`config.mk`:
```
export PLATFORM = sky130hd
export DESIGN_NAME = pursuit_proportional_steering_unit
export DESIGN_NICKNAME = d
export VERILOG_FILES = /design/src/rtl/core/ppsu_pkg.sv /design/src/rtl/core/ppsu_front.sv /design/src/rtl/core/ppsu_queue.sv /design/src/rtl/core/ppsu_back.sv /design/src/rtl/core/pursuit_proportional_steering_unit.sv
export SDC_FILE = /design/constraint.sdc
export NUM_CORES = 2
export LEC_CHECK = 0
export ABC_AREA = 1
export BUFFER_PORTS_ARGS = -buffer_cell sky130_fd_sc_hd__buf_2
export CORE_ASPECT_RATIO = 1.25
export CORE_MARGIN = 2
export CORE_UTILIZATION = 49
export DETAILED_ROUTE_END_ITERATION = 6
export HOLD_SLACK_MARGIN = 0.05
export SLEW_MARGIN = 20
export SYNTH_ARGS = -nofsm -noshare
export SYNTH_HDL_FRONTEND = slang
export SYNTH_SLANG_ARGS = --single-unit
```
`constraint.sdc`:
```
create_clock -name clk -period 16.1 [get_ports clk]
set_input_delay 0.805 -clock clk [delete_from_list [all_inputs] [get_ports clk]]
set_output_delay 0.805 -clock clk [all_outputs]
set_load 0.005 [all_outputs]
```
`src/rtl/core/ppsu_pkg.sv`:
```
package ppsu_pkg;

  localparam int CORDIC_STEPS_DEF = 16;
  localparam int ATAN_LEN         = 24;
  localparam int XY_W             = 28;
  localparam int Z_W              = 24;
  localparam int PROD_W           = 45;
  localparam int CFG_IDX_W        = 2;

  localparam logic [11:0] LINEAR_GAIN_RESET  = 12'd384;
  localparam logic [11:0] ANGULAR_GAIN_RESET = 12'd1024;
  localparam logic signed [Z_W-1:0] HALF_PI_Q20 = 24'sd1647099;
  localparam logic signed [16:0] INV_GAIN_Q16   = 17'sd39797;

  localparam logic [1:0] OP_LEADER   = 2'd0;
  localparam logic [1:0] OP_FOLLOWER = 2'd1;
  localparam logic [1:0] OP_TICK     = 2'd2;

  localparam logic [CFG_IDX_W-1:0] REG_LINEAR_GAIN  = 2'd0;
  localparam logic [CFG_IDX_W-1:0] REG_ANGULAR_GAIN = 2'd1;

  typedef struct packed {
    logic [1:0]         op;
    logic signed [15:0] pos_x;
    logic signed [15:0] pos_y;
    logic signed [15:0] heading;
  } in_item_t;

  typedef struct packed {
    logic [15:0]        linear_speed;
    logic signed [15:0] angular_rate;
  } out_item_t;

  typedef struct packed {
    logic signed [16:0] dx;
    logic signed [16:0] dy;
    logic signed [15:0] heading;
  } tick_t;

  typedef struct packed {
    logic [11:0] linear_gain;
    logic [11:0] angular_gain;
  } gains_t;

  typedef struct packed {
    logic full;
    logic empty;
  } q_status_t;

  // atan(2^-i) in Q.20, round to nearest
  function automatic logic [19:0] atan_q20(input logic [4:0] idx);
    logic [19:0] v;
    case (idx)
      5'd0:    v = 20'd823550;
      5'd1:    v = 20'd486170;
      5'd2:    v = 20'd256879;
      5'd3:    v = 20'd130396;
      5'd4:    v = 20'd65451;
      5'd5:    v = 20'd32757;
      5'd6:    v = 20'd16383;
      5'd7:    v = 20'd8192;
      5'd8:    v = 20'd4096;
      5'd9:    v = 20'd2048;
      5'd10:   v = 20'd1024;
      5'd11:   v = 20'd512;
      5'd12:   v = 20'd256;
      5'd13:   v = 20'd128;
      5'd14:   v = 20'd64;
      5'd15:   v = 20'd32;
      5'd16:   v = 20'd16;
      5'd17:   v = 20'd8;
      5'd18:   v = 20'd4;
      5'd19:   v = 20'd2;
      5'd20:   v = 20'd1;
      default: v = 20'd0;
    endcase
    return v;
  endfunction

endpackage

```
`src/rtl/core/ppsu_front.sv`:
```
module ppsu_front (
  input  logic                            clk,
  input  logic                            rst_n,
  input  logic                            in_valid,
  input  ppsu_pkg::in_item_t              in_data,
  output logic                            in_ready,
  input  logic                            cfg_valid,
  input  logic [ppsu_pkg::CFG_IDX_W-1:0]  cfg_index,
  input  logic [11:0]                     cfg_data,
  output logic                            cfg_ready,
  input  ppsu_pkg::q_status_t             q_status,
  output logic                            q_push,
  output ppsu_pkg::tick_t                 q_wdata,
  output ppsu_pkg::gains_t                gains
);
  import ppsu_pkg::*;

  logic signed [15:0] leader_x_r, leader_y_r;
  logic signed [15:0] follower_x_r, follower_y_r, follower_heading_r;
  gains_t             gains_r;
  logic               in_xfer;

  assign in_ready  = !q_status.full;
  assign cfg_ready = 1'b1;
  assign in_xfer   = in_valid && in_ready;
  assign gains     = gains_r;

  // snapshot the offset and heading at the tick; later updates do not touch it
  assign q_push          = in_xfer && (in_data.op == OP_TICK);
  assign q_wdata.dx      = 17'(leader_x_r) - 17'(follower_x_r);
  assign q_wdata.dy      = 17'(leader_y_r) - 17'(follower_y_r);
  assign q_wdata.heading = follower_heading_r;

  always_ff @(posedge clk) begin
    if (!rst_n) begin
      leader_x_r         <= '0;
      leader_y_r         <= '0;
      follower_x_r       <= '0;
      follower_y_r       <= '0;
      follower_heading_r <= '0;
    end else if (in_xfer) begin
      if (in_data.op == OP_LEADER) begin
        leader_x_r <= in_data.pos_x;
        leader_y_r <= in_data.pos_y;
      end else if (in_data.op == OP_FOLLOWER) begin
        follower_x_r       <= in_data.pos_x;
        follower_y_r       <= in_data.pos_y;
        follower_heading_r <= in_data.heading;
      end
    end
  end

  always_ff @(posedge clk) begin
    if (!rst_n) begin
      gains_r.linear_gain  <= LINEAR_GAIN_RESET;
      gains_r.angular_gain <= ANGULAR_GAIN_RESET;
    end else if (cfg_valid && cfg_ready) begin
      if (cfg_index == REG_LINEAR_GAIN) begin
        gains_r.linear_gain <= cfg_data;
      end else if (cfg_index == REG_ANGULAR_GAIN) begin
        gains_r.angular_gain <= cfg_data;
      end
    end
  end

endmodule

```
`src/rtl/core/ppsu_queue.sv`:
```
module ppsu_queue (
  input  logic                clk,
  input  logic                rst_n,
  input  logic                push,
  input  ppsu_pkg::tick_t     wdata,
  input  logic                pop,
  output ppsu_pkg::tick_t     rdata,
  output ppsu_pkg::q_status_t status
);
  import ppsu_pkg::*;

  tick_t      mem_r [2];
  logic       wr_ptr_r, rd_ptr_r;
  logic [1:0] cnt_r;
  logic       do_push, do_pop;

  assign status.full  = (cnt_r == 2'd2);
  assign status.empty = (cnt_r == 2'd0);
  assign do_push      = push && !status.full;
  assign do_pop       = pop && !status.empty;
  assign rdata        = mem_r[rd_ptr_r];

  always_ff @(posedge clk) begin
    if (do_push) begin
      mem_r[wr_ptr_r] <= wdata;
    end
  end

  always_ff @(posedge clk) begin
    if (!rst_n) begin
      wr_ptr_r <= 1'b0;
      rd_ptr_r <= 1'b0;
      cnt_r    <= 2'd0;
    end else begin
      if (do_push) wr_ptr_r <= !wr_ptr_r;
      if (do_pop)  rd_ptr_r <= !rd_ptr_r;
      if (do_push && !do_pop) begin
        cnt_r <= cnt_r + 2'd1;
      end else if (do_pop && !do_push) begin
        cnt_r <= cnt_r - 2'd1;
      end
    end
  end

endmodule

```
`src/rtl/core/ppsu_back.sv`:
```
module ppsu_back #(
  parameter int CORDIC_STEPS = ppsu_pkg::CORDIC_STEPS_DEF
) (
  input  logic                clk,
  input  logic                rst_n,
  input  ppsu_pkg::q_status_t q_status,
  input  ppsu_pkg::tick_t     q_rdata,
  output logic                q_pop,
  input  ppsu_pkg::gains_t    gains,
  output logic                out_valid,
  output ppsu_pkg::out_item_t out_data,
  input  logic                out_ready
);
  import ppsu_pkg::*;

  localparam int EFF_STEPS = (CORDIC_STEPS > ATAN_LEN) ? ATAN_LEN : CORDIC_STEPS;
  localparam int ITER_W    = $clog2(EFF_STEPS);

  localparam logic [2:0] S_IDLE = 3'd0;
  localparam logic [2:0] S_ITER = 3'd1;
  localparam logic [2:0] S_DIST = 3'd2;
  localparam logic [2:0] S_RND  = 3'd3;
  localparam logic [2:0] S_MUL  = 3'd4;
  localparam logic [2:0] S_FIN  = 3'd5;

  logic [2:0]              state_r, state_nxt;
  logic [ITER_W-1:0]       cnt_r;
  logic signed [XY_W-1:0]  x_r, y_r;
  logic signed [Z_W-1:0]   z_r;
  logic                    zero_r;
  logic signed [15:0]      hdg_r;
  logic signed [PROD_W-1:0] prod_r;
  logic [16:0]             dist_r;
  logic signed [17:0]      err_r;
  logic [28:0]             spd_prod_r;
  logic signed [30:0]      rate_prod_r;
  logic                    out_valid_r;
  out_item_t               out_data_r;

  logic signed [XY_W-1:0]  dx_w, dy_w, x_ld, y_ld, xs, ys;
  logic signed [Z_W-1:0]   z_ld, atan_w;
  logic signed [PROD_W-1:0] prod_rnd, dist_full;
  logic signed [Z_W-1:0]   z_rnd, z_sh;
  logic signed [16:0]      bear;
  logic [16:0]             dist_nxt;
  logic [28:0]             spd_rnd;
  logic [20:0]             spd_sh;
  logic signed [30:0]      rate_rnd, rate_sh;
  logic                    last_iter, out_free;

  assign out_free  = !out_valid_r || out_ready;
  assign last_iter = (cnt_r == ITER_W'(EFF_STEPS - 1));
  assign q_pop     = (state_r == S_IDLE) && !q_status.empty;
  assign out_valid = out_valid_r;
  assign out_data  = out_data_r;

  // pre-rotate into the right half-plane
  always_comb begin
    dx_w = {{(XY_W-25){q_rdata.dx[16]}}, q_rdata.dx, 8'b0};
    dy_w = {{(XY_W-25){q_rdata.dy[16]}}, q_rdata.dy, 8'b0};
    if (dx_w < 0 && dy_w >= 0) begin
      x_ld = dy_w;
      y_ld = -dx_w;
      z_ld = HALF_PI_Q20;
    end else if (dx_w < 0) begin
      x_ld = -dy_w;
      y_ld = dx_w;
      z_ld = -HALF_PI_Q20;
    end else begin
      x_ld = dx_w;
      y_ld = dy_w;
      z_ld = '0;
    end
  end

  assign xs     = x_r >>> cnt_r;
  assign ys     = y_r >>> cnt_r;
  assign atan_w = $signed({{(Z_W-20){1'b0}}, atan_q20(5'(cnt_r))});

  assign prod_rnd  = prod_r + PROD_W'(64'sd8388608);
  assign dist_full = prod_rnd >>> 24;
  assign dist_nxt  = (zero_r || dist_full < 0) ? 17'd0 : dist_full[16:0];
  assign z_rnd     = z_r + Z_W'(64);
  assign z_sh      = z_rnd >>> 7;
  assign bear      = zero_r ? 17'sd0 : z_sh[16:0];

  assign spd_rnd  = spd_prod_r + 29'd128;
  assign spd_sh   = spd_rnd[28:8];
  assign rate_rnd = rate_prod_r + 31'sd1024;
  assign rate_sh  = rate_rnd >>> 11;

  always_comb begin
    state_nxt = state_r;
    unique case (state_r)
      S_IDLE: if (!q_status.empty) state_nxt = S_ITER;
      S_ITER: if (last_iter) state_nxt = S_DIST;
      S_DIST: state_nxt = S_RND;
      S_RND:  state_nxt = S_MUL;
      S_MUL:  state_nxt = S_FIN;
      S_FIN:  if (out_free) state_nxt = S_IDLE;
      default: state_nxt = S_IDLE;
    endcase
  end

  always_ff @(posedge clk) begin
    if (!rst_n) begin
      state_r <= S_IDLE;
      cnt_r   <= '0;
    end else begin
      state_r <= state_nxt;
      if (state_r == S_ITER) begin
        cnt_r <= last_iter ? '0 : cnt_r + 1'b1;
      end
    end
  end

  always_ff @(posedge clk) begin
    case (state_r)
      S_IDLE: begin
        x_r    <= x_ld;
        y_r    <= y_ld;
        z_r    <= z_ld;
        zero_r <= (q_rdata.dx == 17'sd0) && (q_rdata.dy == 17'sd0);
        hdg_r  <= q_rdata.heading;
      end
      S_ITER: begin
        if (y_r >= 0) begin
          x_r <= x_r + ys;
          y_r <= y_r - xs;
          z_r <= z_r + atan_w;
        end else begin
          x_r <= x_r - ys;
          y_r <= y_r + xs;
          z_r <= z_r - atan_w;
        end
      end
      S_DIST: prod_r <= PROD_W'(x_r) * PROD_W'(INV_GAIN_Q16);
      S_RND: begin
        dist_r <= dist_nxt;
        err_r  <= 18'(bear) - 18'(hdg_r);
      end
      S_MUL: begin
        spd_prod_r  <= 29'(dist_r) * 29'(gains.linear_gain);
        rate_prod_r <= 31'(err_r) * 31'($signed({1'b0, gains.angular_gain}));
      end
      default: ;
    endcase
  end

  always_ff @(posedge clk) begin
    if (!rst_n) begin
      out_valid_r <= 1'b0;
    end else if (state_r == S_FIN && out_free) begin
      out_valid_r <= 1'b1;
    end else if (out_ready) begin
      out_valid_r <= 1'b0;
    end
  end

  always_ff @(posedge clk) begin
    if (state_r == S_FIN && out_free) begin
      out_data_r.linear_speed <= (|spd_sh[20:16]) ? 16'hFFFF : spd_sh[15:0];
      if (rate_sh > 31'sd32767) begin
        out_data_r.angular_rate <= 16'sh7FFF;
      end else if (rate_sh < -31'sd32768) begin
        out_data_r.angular_rate <= 16'sh8000;
      end else begin
        out_data_r.angular_rate <= rate_sh[15:0];
      end
    end
  end

endmodule

```
`src/rtl/core/pursuit_proportional_steering_unit.sv`:
```
// Proportional pursuit steering: op 0 stores the leader position, op 1 the
// follower position and heading, and op 2 (a tick) produces one result with
// linear_speed = linear_gain * distance and angular_rate = angular_gain *
// (bearing - heading), both saturated, the angle error left unwrapped. Updates
// are taken one per cycle while in_ready is high; a tick snapshots the offset into
// a two-entry queue and the back end works it off in steps (one load, one CORDIC
// rotation per step through a single shift-add unit, then distance multiply,
// rounding, gain multiply and saturation). in_ready drops only while two ticks
// are waiting. Gain writes are taken in any cycle on the cfg port.
module pursuit_proportional_steering_unit #(
  parameter int CORDIC_STEPS = ppsu_pkg::CORDIC_STEPS_DEF
) (
  input  logic                           clk,
  input  logic                           rst_n,
  input  logic                           in_valid,
  input  ppsu_pkg::in_item_t             in_data,
  output logic                           in_ready,
  output logic                           out_valid,
  output ppsu_pkg::out_item_t            out_data,
  input  logic                           out_ready,
  input  logic                           cfg_valid,
  input  logic [ppsu_pkg::CFG_IDX_W-1:0] cfg_index,
  input  logic [11:0]                    cfg_data,
  output logic                           cfg_ready
);
  import ppsu_pkg::*;

  q_status_t q_status;
  logic      q_push, q_pop;
  tick_t     q_wdata, q_rdata;
  gains_t    gains;

  ppsu_front u_front (
    .clk       (clk),
    .rst_n     (rst_n),
    .in_valid  (in_valid),
    .in_data   (in_data),
    .in_ready  (in_ready),
    .cfg_valid (cfg_valid),
    .cfg_index (cfg_index),
    .cfg_data  (cfg_data),
    .cfg_ready (cfg_ready),
    .q_status  (q_status),
    .q_push    (q_push),
    .q_wdata   (q_wdata),
    .gains     (gains)
  );

  ppsu_queue u_queue (
    .clk    (clk),
    .rst_n  (rst_n),
    .push   (q_push),
    .wdata  (q_wdata),
    .pop    (q_pop),
    .rdata  (q_rdata),
    .status (q_status)
  );

  ppsu_back #(
    .CORDIC_STEPS (CORDIC_STEPS)
  ) u_back (
    .clk       (clk),
    .rst_n     (rst_n),
    .q_status  (q_status),
    .q_rdata   (q_rdata),
    .q_pop     (q_pop),
    .gains     (gains),
    .out_valid (out_valid),
    .out_data  (out_data),
    .out_ready (out_ready)
  );

endmodule

```
==> flow_summary.ini <==
[status]
status = finished clean

[critical_path]
cp.arrival_ps = 6810
end_kind = flop
critical_path_class = flop to flop
critPathLaunchType = flop
cp.required_ps = 16510
rrSetupSlack_ps = 9690
path_max_fanout = 9

[global_routing]
grtUsageTotal_pct = 24.9
grt_pass1_wl_mm = 226
grt-ovfl-total = 0
grt_max_degree = 83
antenna_found_initial = 2
grt_pass1_vias = 43738

[drt]
drt_iter0_markers = 2327
drc = 0
via_count = 42798
routedWlPerCell_um = 17.0
drt-pass1-iter-count = 7
avgViaCountPerCell = 5.21
final_antenna_net_count = 0
drt_wl_total_mm = 139

[die]
dieArea_um2 = 113000
row_count = 136
dieHeight_um = 375
core_area_um2 = 110000
start_util_pct = 49.2
die_w_um = 301
io_pins = 104

[synthesis]
yosysTopAreaCell = fa_1
syn_inst = 6734
ys_seq_elements = 466
syn_area_um2 = 53900
synth.distinct_cells = 71
synth_warnings = 0
synth-async-reset-ratio_pct = 0
synth_top_area_share_pct = 20.0
syn_nets = 7838
post_synth.cell_area_avg_um2 = 8.00
synthTopCellsByArea = fa_1 (20%), edfxtp_1 (18%), ha_1 (12%), nand2_1 (9.7%), inv_1 (9.3%)
ys_seq_area_share_pct = 23.4
synth_edf_count = 329
yosys_most_used_dff = edfxtp_1

[clocking]
cts-buffers-inserted = 53
cts_tree = done
hold_buffers = 0
cts_resized = 0
post-cts-setup-buffer-count = 0
clkLatencyLatePin_ps = 660
path_clk_slew_ps = 70
cts_sinks = 466
cts_buffer_depth = 3
cts-root-buf = clkbuf_16
htree_levels = 2

[place]
portBuffers = 102
dp_hpwl_mm = 112
gp_congestion = 0.954

[finish]
multi_input_area_um2 = 35300
area_delta_synth_final_pct = 6.32
nNetsFinal = 7814
drive_gt1_share_pct = 5.92
regArea_um2 = 12600
final.fill_count = 10613

[timing]
rsz0062_at_grt = no
timing.setup.tns_ps = 0
worst_pin_slew_ps = 1060
fmax_ghz = 0.156
finalCritPeriodShare_pct = 39.8
max_slew_margin_pct = 29.0
setup_viol = 0
skew_ps = 28.2
hold_viol = 0
slew_viol_final = 0
fin_crit_ps = 6410

[job]
maxCapViolations = 0

[min_path]
hp-class = input pin to flop
## state kept, by name (all words and copies together), names as in the netlist, 17 cells and up, named ones only
signal              count
u_back.err_r           18
u_back.x_r             28
u_back.rate_prod_r     21
u_back.prod_r          22
u_queue.mem_r         100
u_back.dist_r          17
u_back.y_r             28
u_back.spd_prod_r      22
u_back.z_r             24
u_front.gains          24
u_back.atan_w          20
u_back.out_data        32
## logic make-up after synthesis
kind of cell               synth area share, %
adders and majority gates                 31.5
and+or+nand+nor                           19.4
other                                  0.00696
buffers and inverters                     11.2
muxes                                   0.0186
AOI/OAI and AO/OA                         9.69
xor gates and xnor gates                  4.68
DFF                                       23.4
## worst max-delay path, cell delays in order, from the launching register on
cell      delay, ps
edfxtp_1        640
ha_1            490
inv_1            90
fa_1            500
fa_1            530
inv_1            60
fa_1            470
fa_1            540
inv_1            50
fa_1            520
inv_1            40
ha_1            350
a21oi_1         270
o21a_1          180
nand2_1          60
a221oi_1        470
nand3_1         390
nand3_1         170
nand2_1         100
nand2_1          90
nand2_1          50
nand2_1          60
nand2_1          40
## synth_stat cells, drive strengths merged, types with 2 or more instances
master,count
nand2,1433
inv,1349
fa,537
ha,498
nor2,437
a21oi,382
o21ai,367
nand3,363
edfxtp,329
xor2,171
clkbuf,144
dfxtp,137
xnor2,115
buf,70
nor3,70
nand4,52
or2,37
a31oi,28
a21boi,19
nor4,19
o21a,19
and2,18
a21o,16
o21bai,15
o211ai,14
a221oi,12
o221ai,12
a211oi,10
o22ai,10
o31ai,10
nand3b,6
nor3b,6
a22oi,5
clkinv,5
a32oi,3
and3,3
a31o,2
o41ai,2
## metrics by stage
stage / instance area [um2] / setup WS (ps) / utilization (%) / hold WS (ps) / cells
after floorplan: 53900 / 10630 / - / 420 / 6734
after global placement: 55500 / 9710 / 50.7 / 434 / 8104
after detailed placement: 55500 / 9740 / 50.7 / 437 / 8104
after CTS: 57300 / 9710 / 52.3 / 325 / 8204
after global routing: 57300 / 9380 / 52.3 / 359 / 8204
final: 57300 / 9690 / 52.3 / 364 / 8208
## worst paths after layout
path | startpoint | to | cells after the start
setup / recovery | u_back.x_r[23] | u_back.prod_r[41] | 22
hold / removal | in_data[3] | u_front.follower_heading_r[3] | 3
setup reg to reg | u_back.x_r[23] | u_back.prod_r[41] | 22
hold reg to reg | u_front.follower_heading_r[11] | u_queue.mem_r[1][11] | 0
## placed cells by master, fill, tap and decap left out, types with 9 or more instances in the layout
cell,count
ha_1,498
nor3_1,60
nand2_2,38
o211ai_1,14
inv_2,19
buf_2,102
nand4_1,51
o22ai_1,10
nor2_1,402
o21ai_2,21
dfxtp_1,132
clkbuf_1,13
clkbuf_16,56
o221ai_1,12
or2_1,10
clkinv_1,10
o21bai_1,15
a211oi_1,10
nand2_1,1394
a31oi_1,28
a21boi_0,17
inv_1,1330
buf_4,33
a221oi_1,12
nand3_1,340
xnor2_1,114
nor2_2,27
edfxtp_1,329
xor2_1,171
o31ai_1,9
a21o_1,16
or2_2,21
o21ai_1,25
nand3_2,23
fa_1,537
o21a_1,19
a21oi_1,381
nor4_1,18
o21ai_0,321
and2_1,15
## cell type report
type / count / area share, %
Multi-Input combinational cell: 4700 / 61.6
Sequential cell: 466 / 22.0
Inverter: 1354 / 8.88
Tap cell: 1449 / 3.16
Clock buffer: 72 / 2.57
Timing Repair Buffer: 135 / 1.32
Clock inverter: 28 / 0.443
Antenna cell: 4 / 0.0175
## layer usage
layer	vias up	global-route usage (%)	part of all wire, %
li1	21263	-	-
met1	20530	30.1	42
met2	760	45.6	51
met3	243	2.33	3.3
met4	2	9.45	4.1
met5	-	0	0.0086
Power is not shown: default switching activity piles up to over one toggle a cycle in this logic, so the estimate is an artifact.
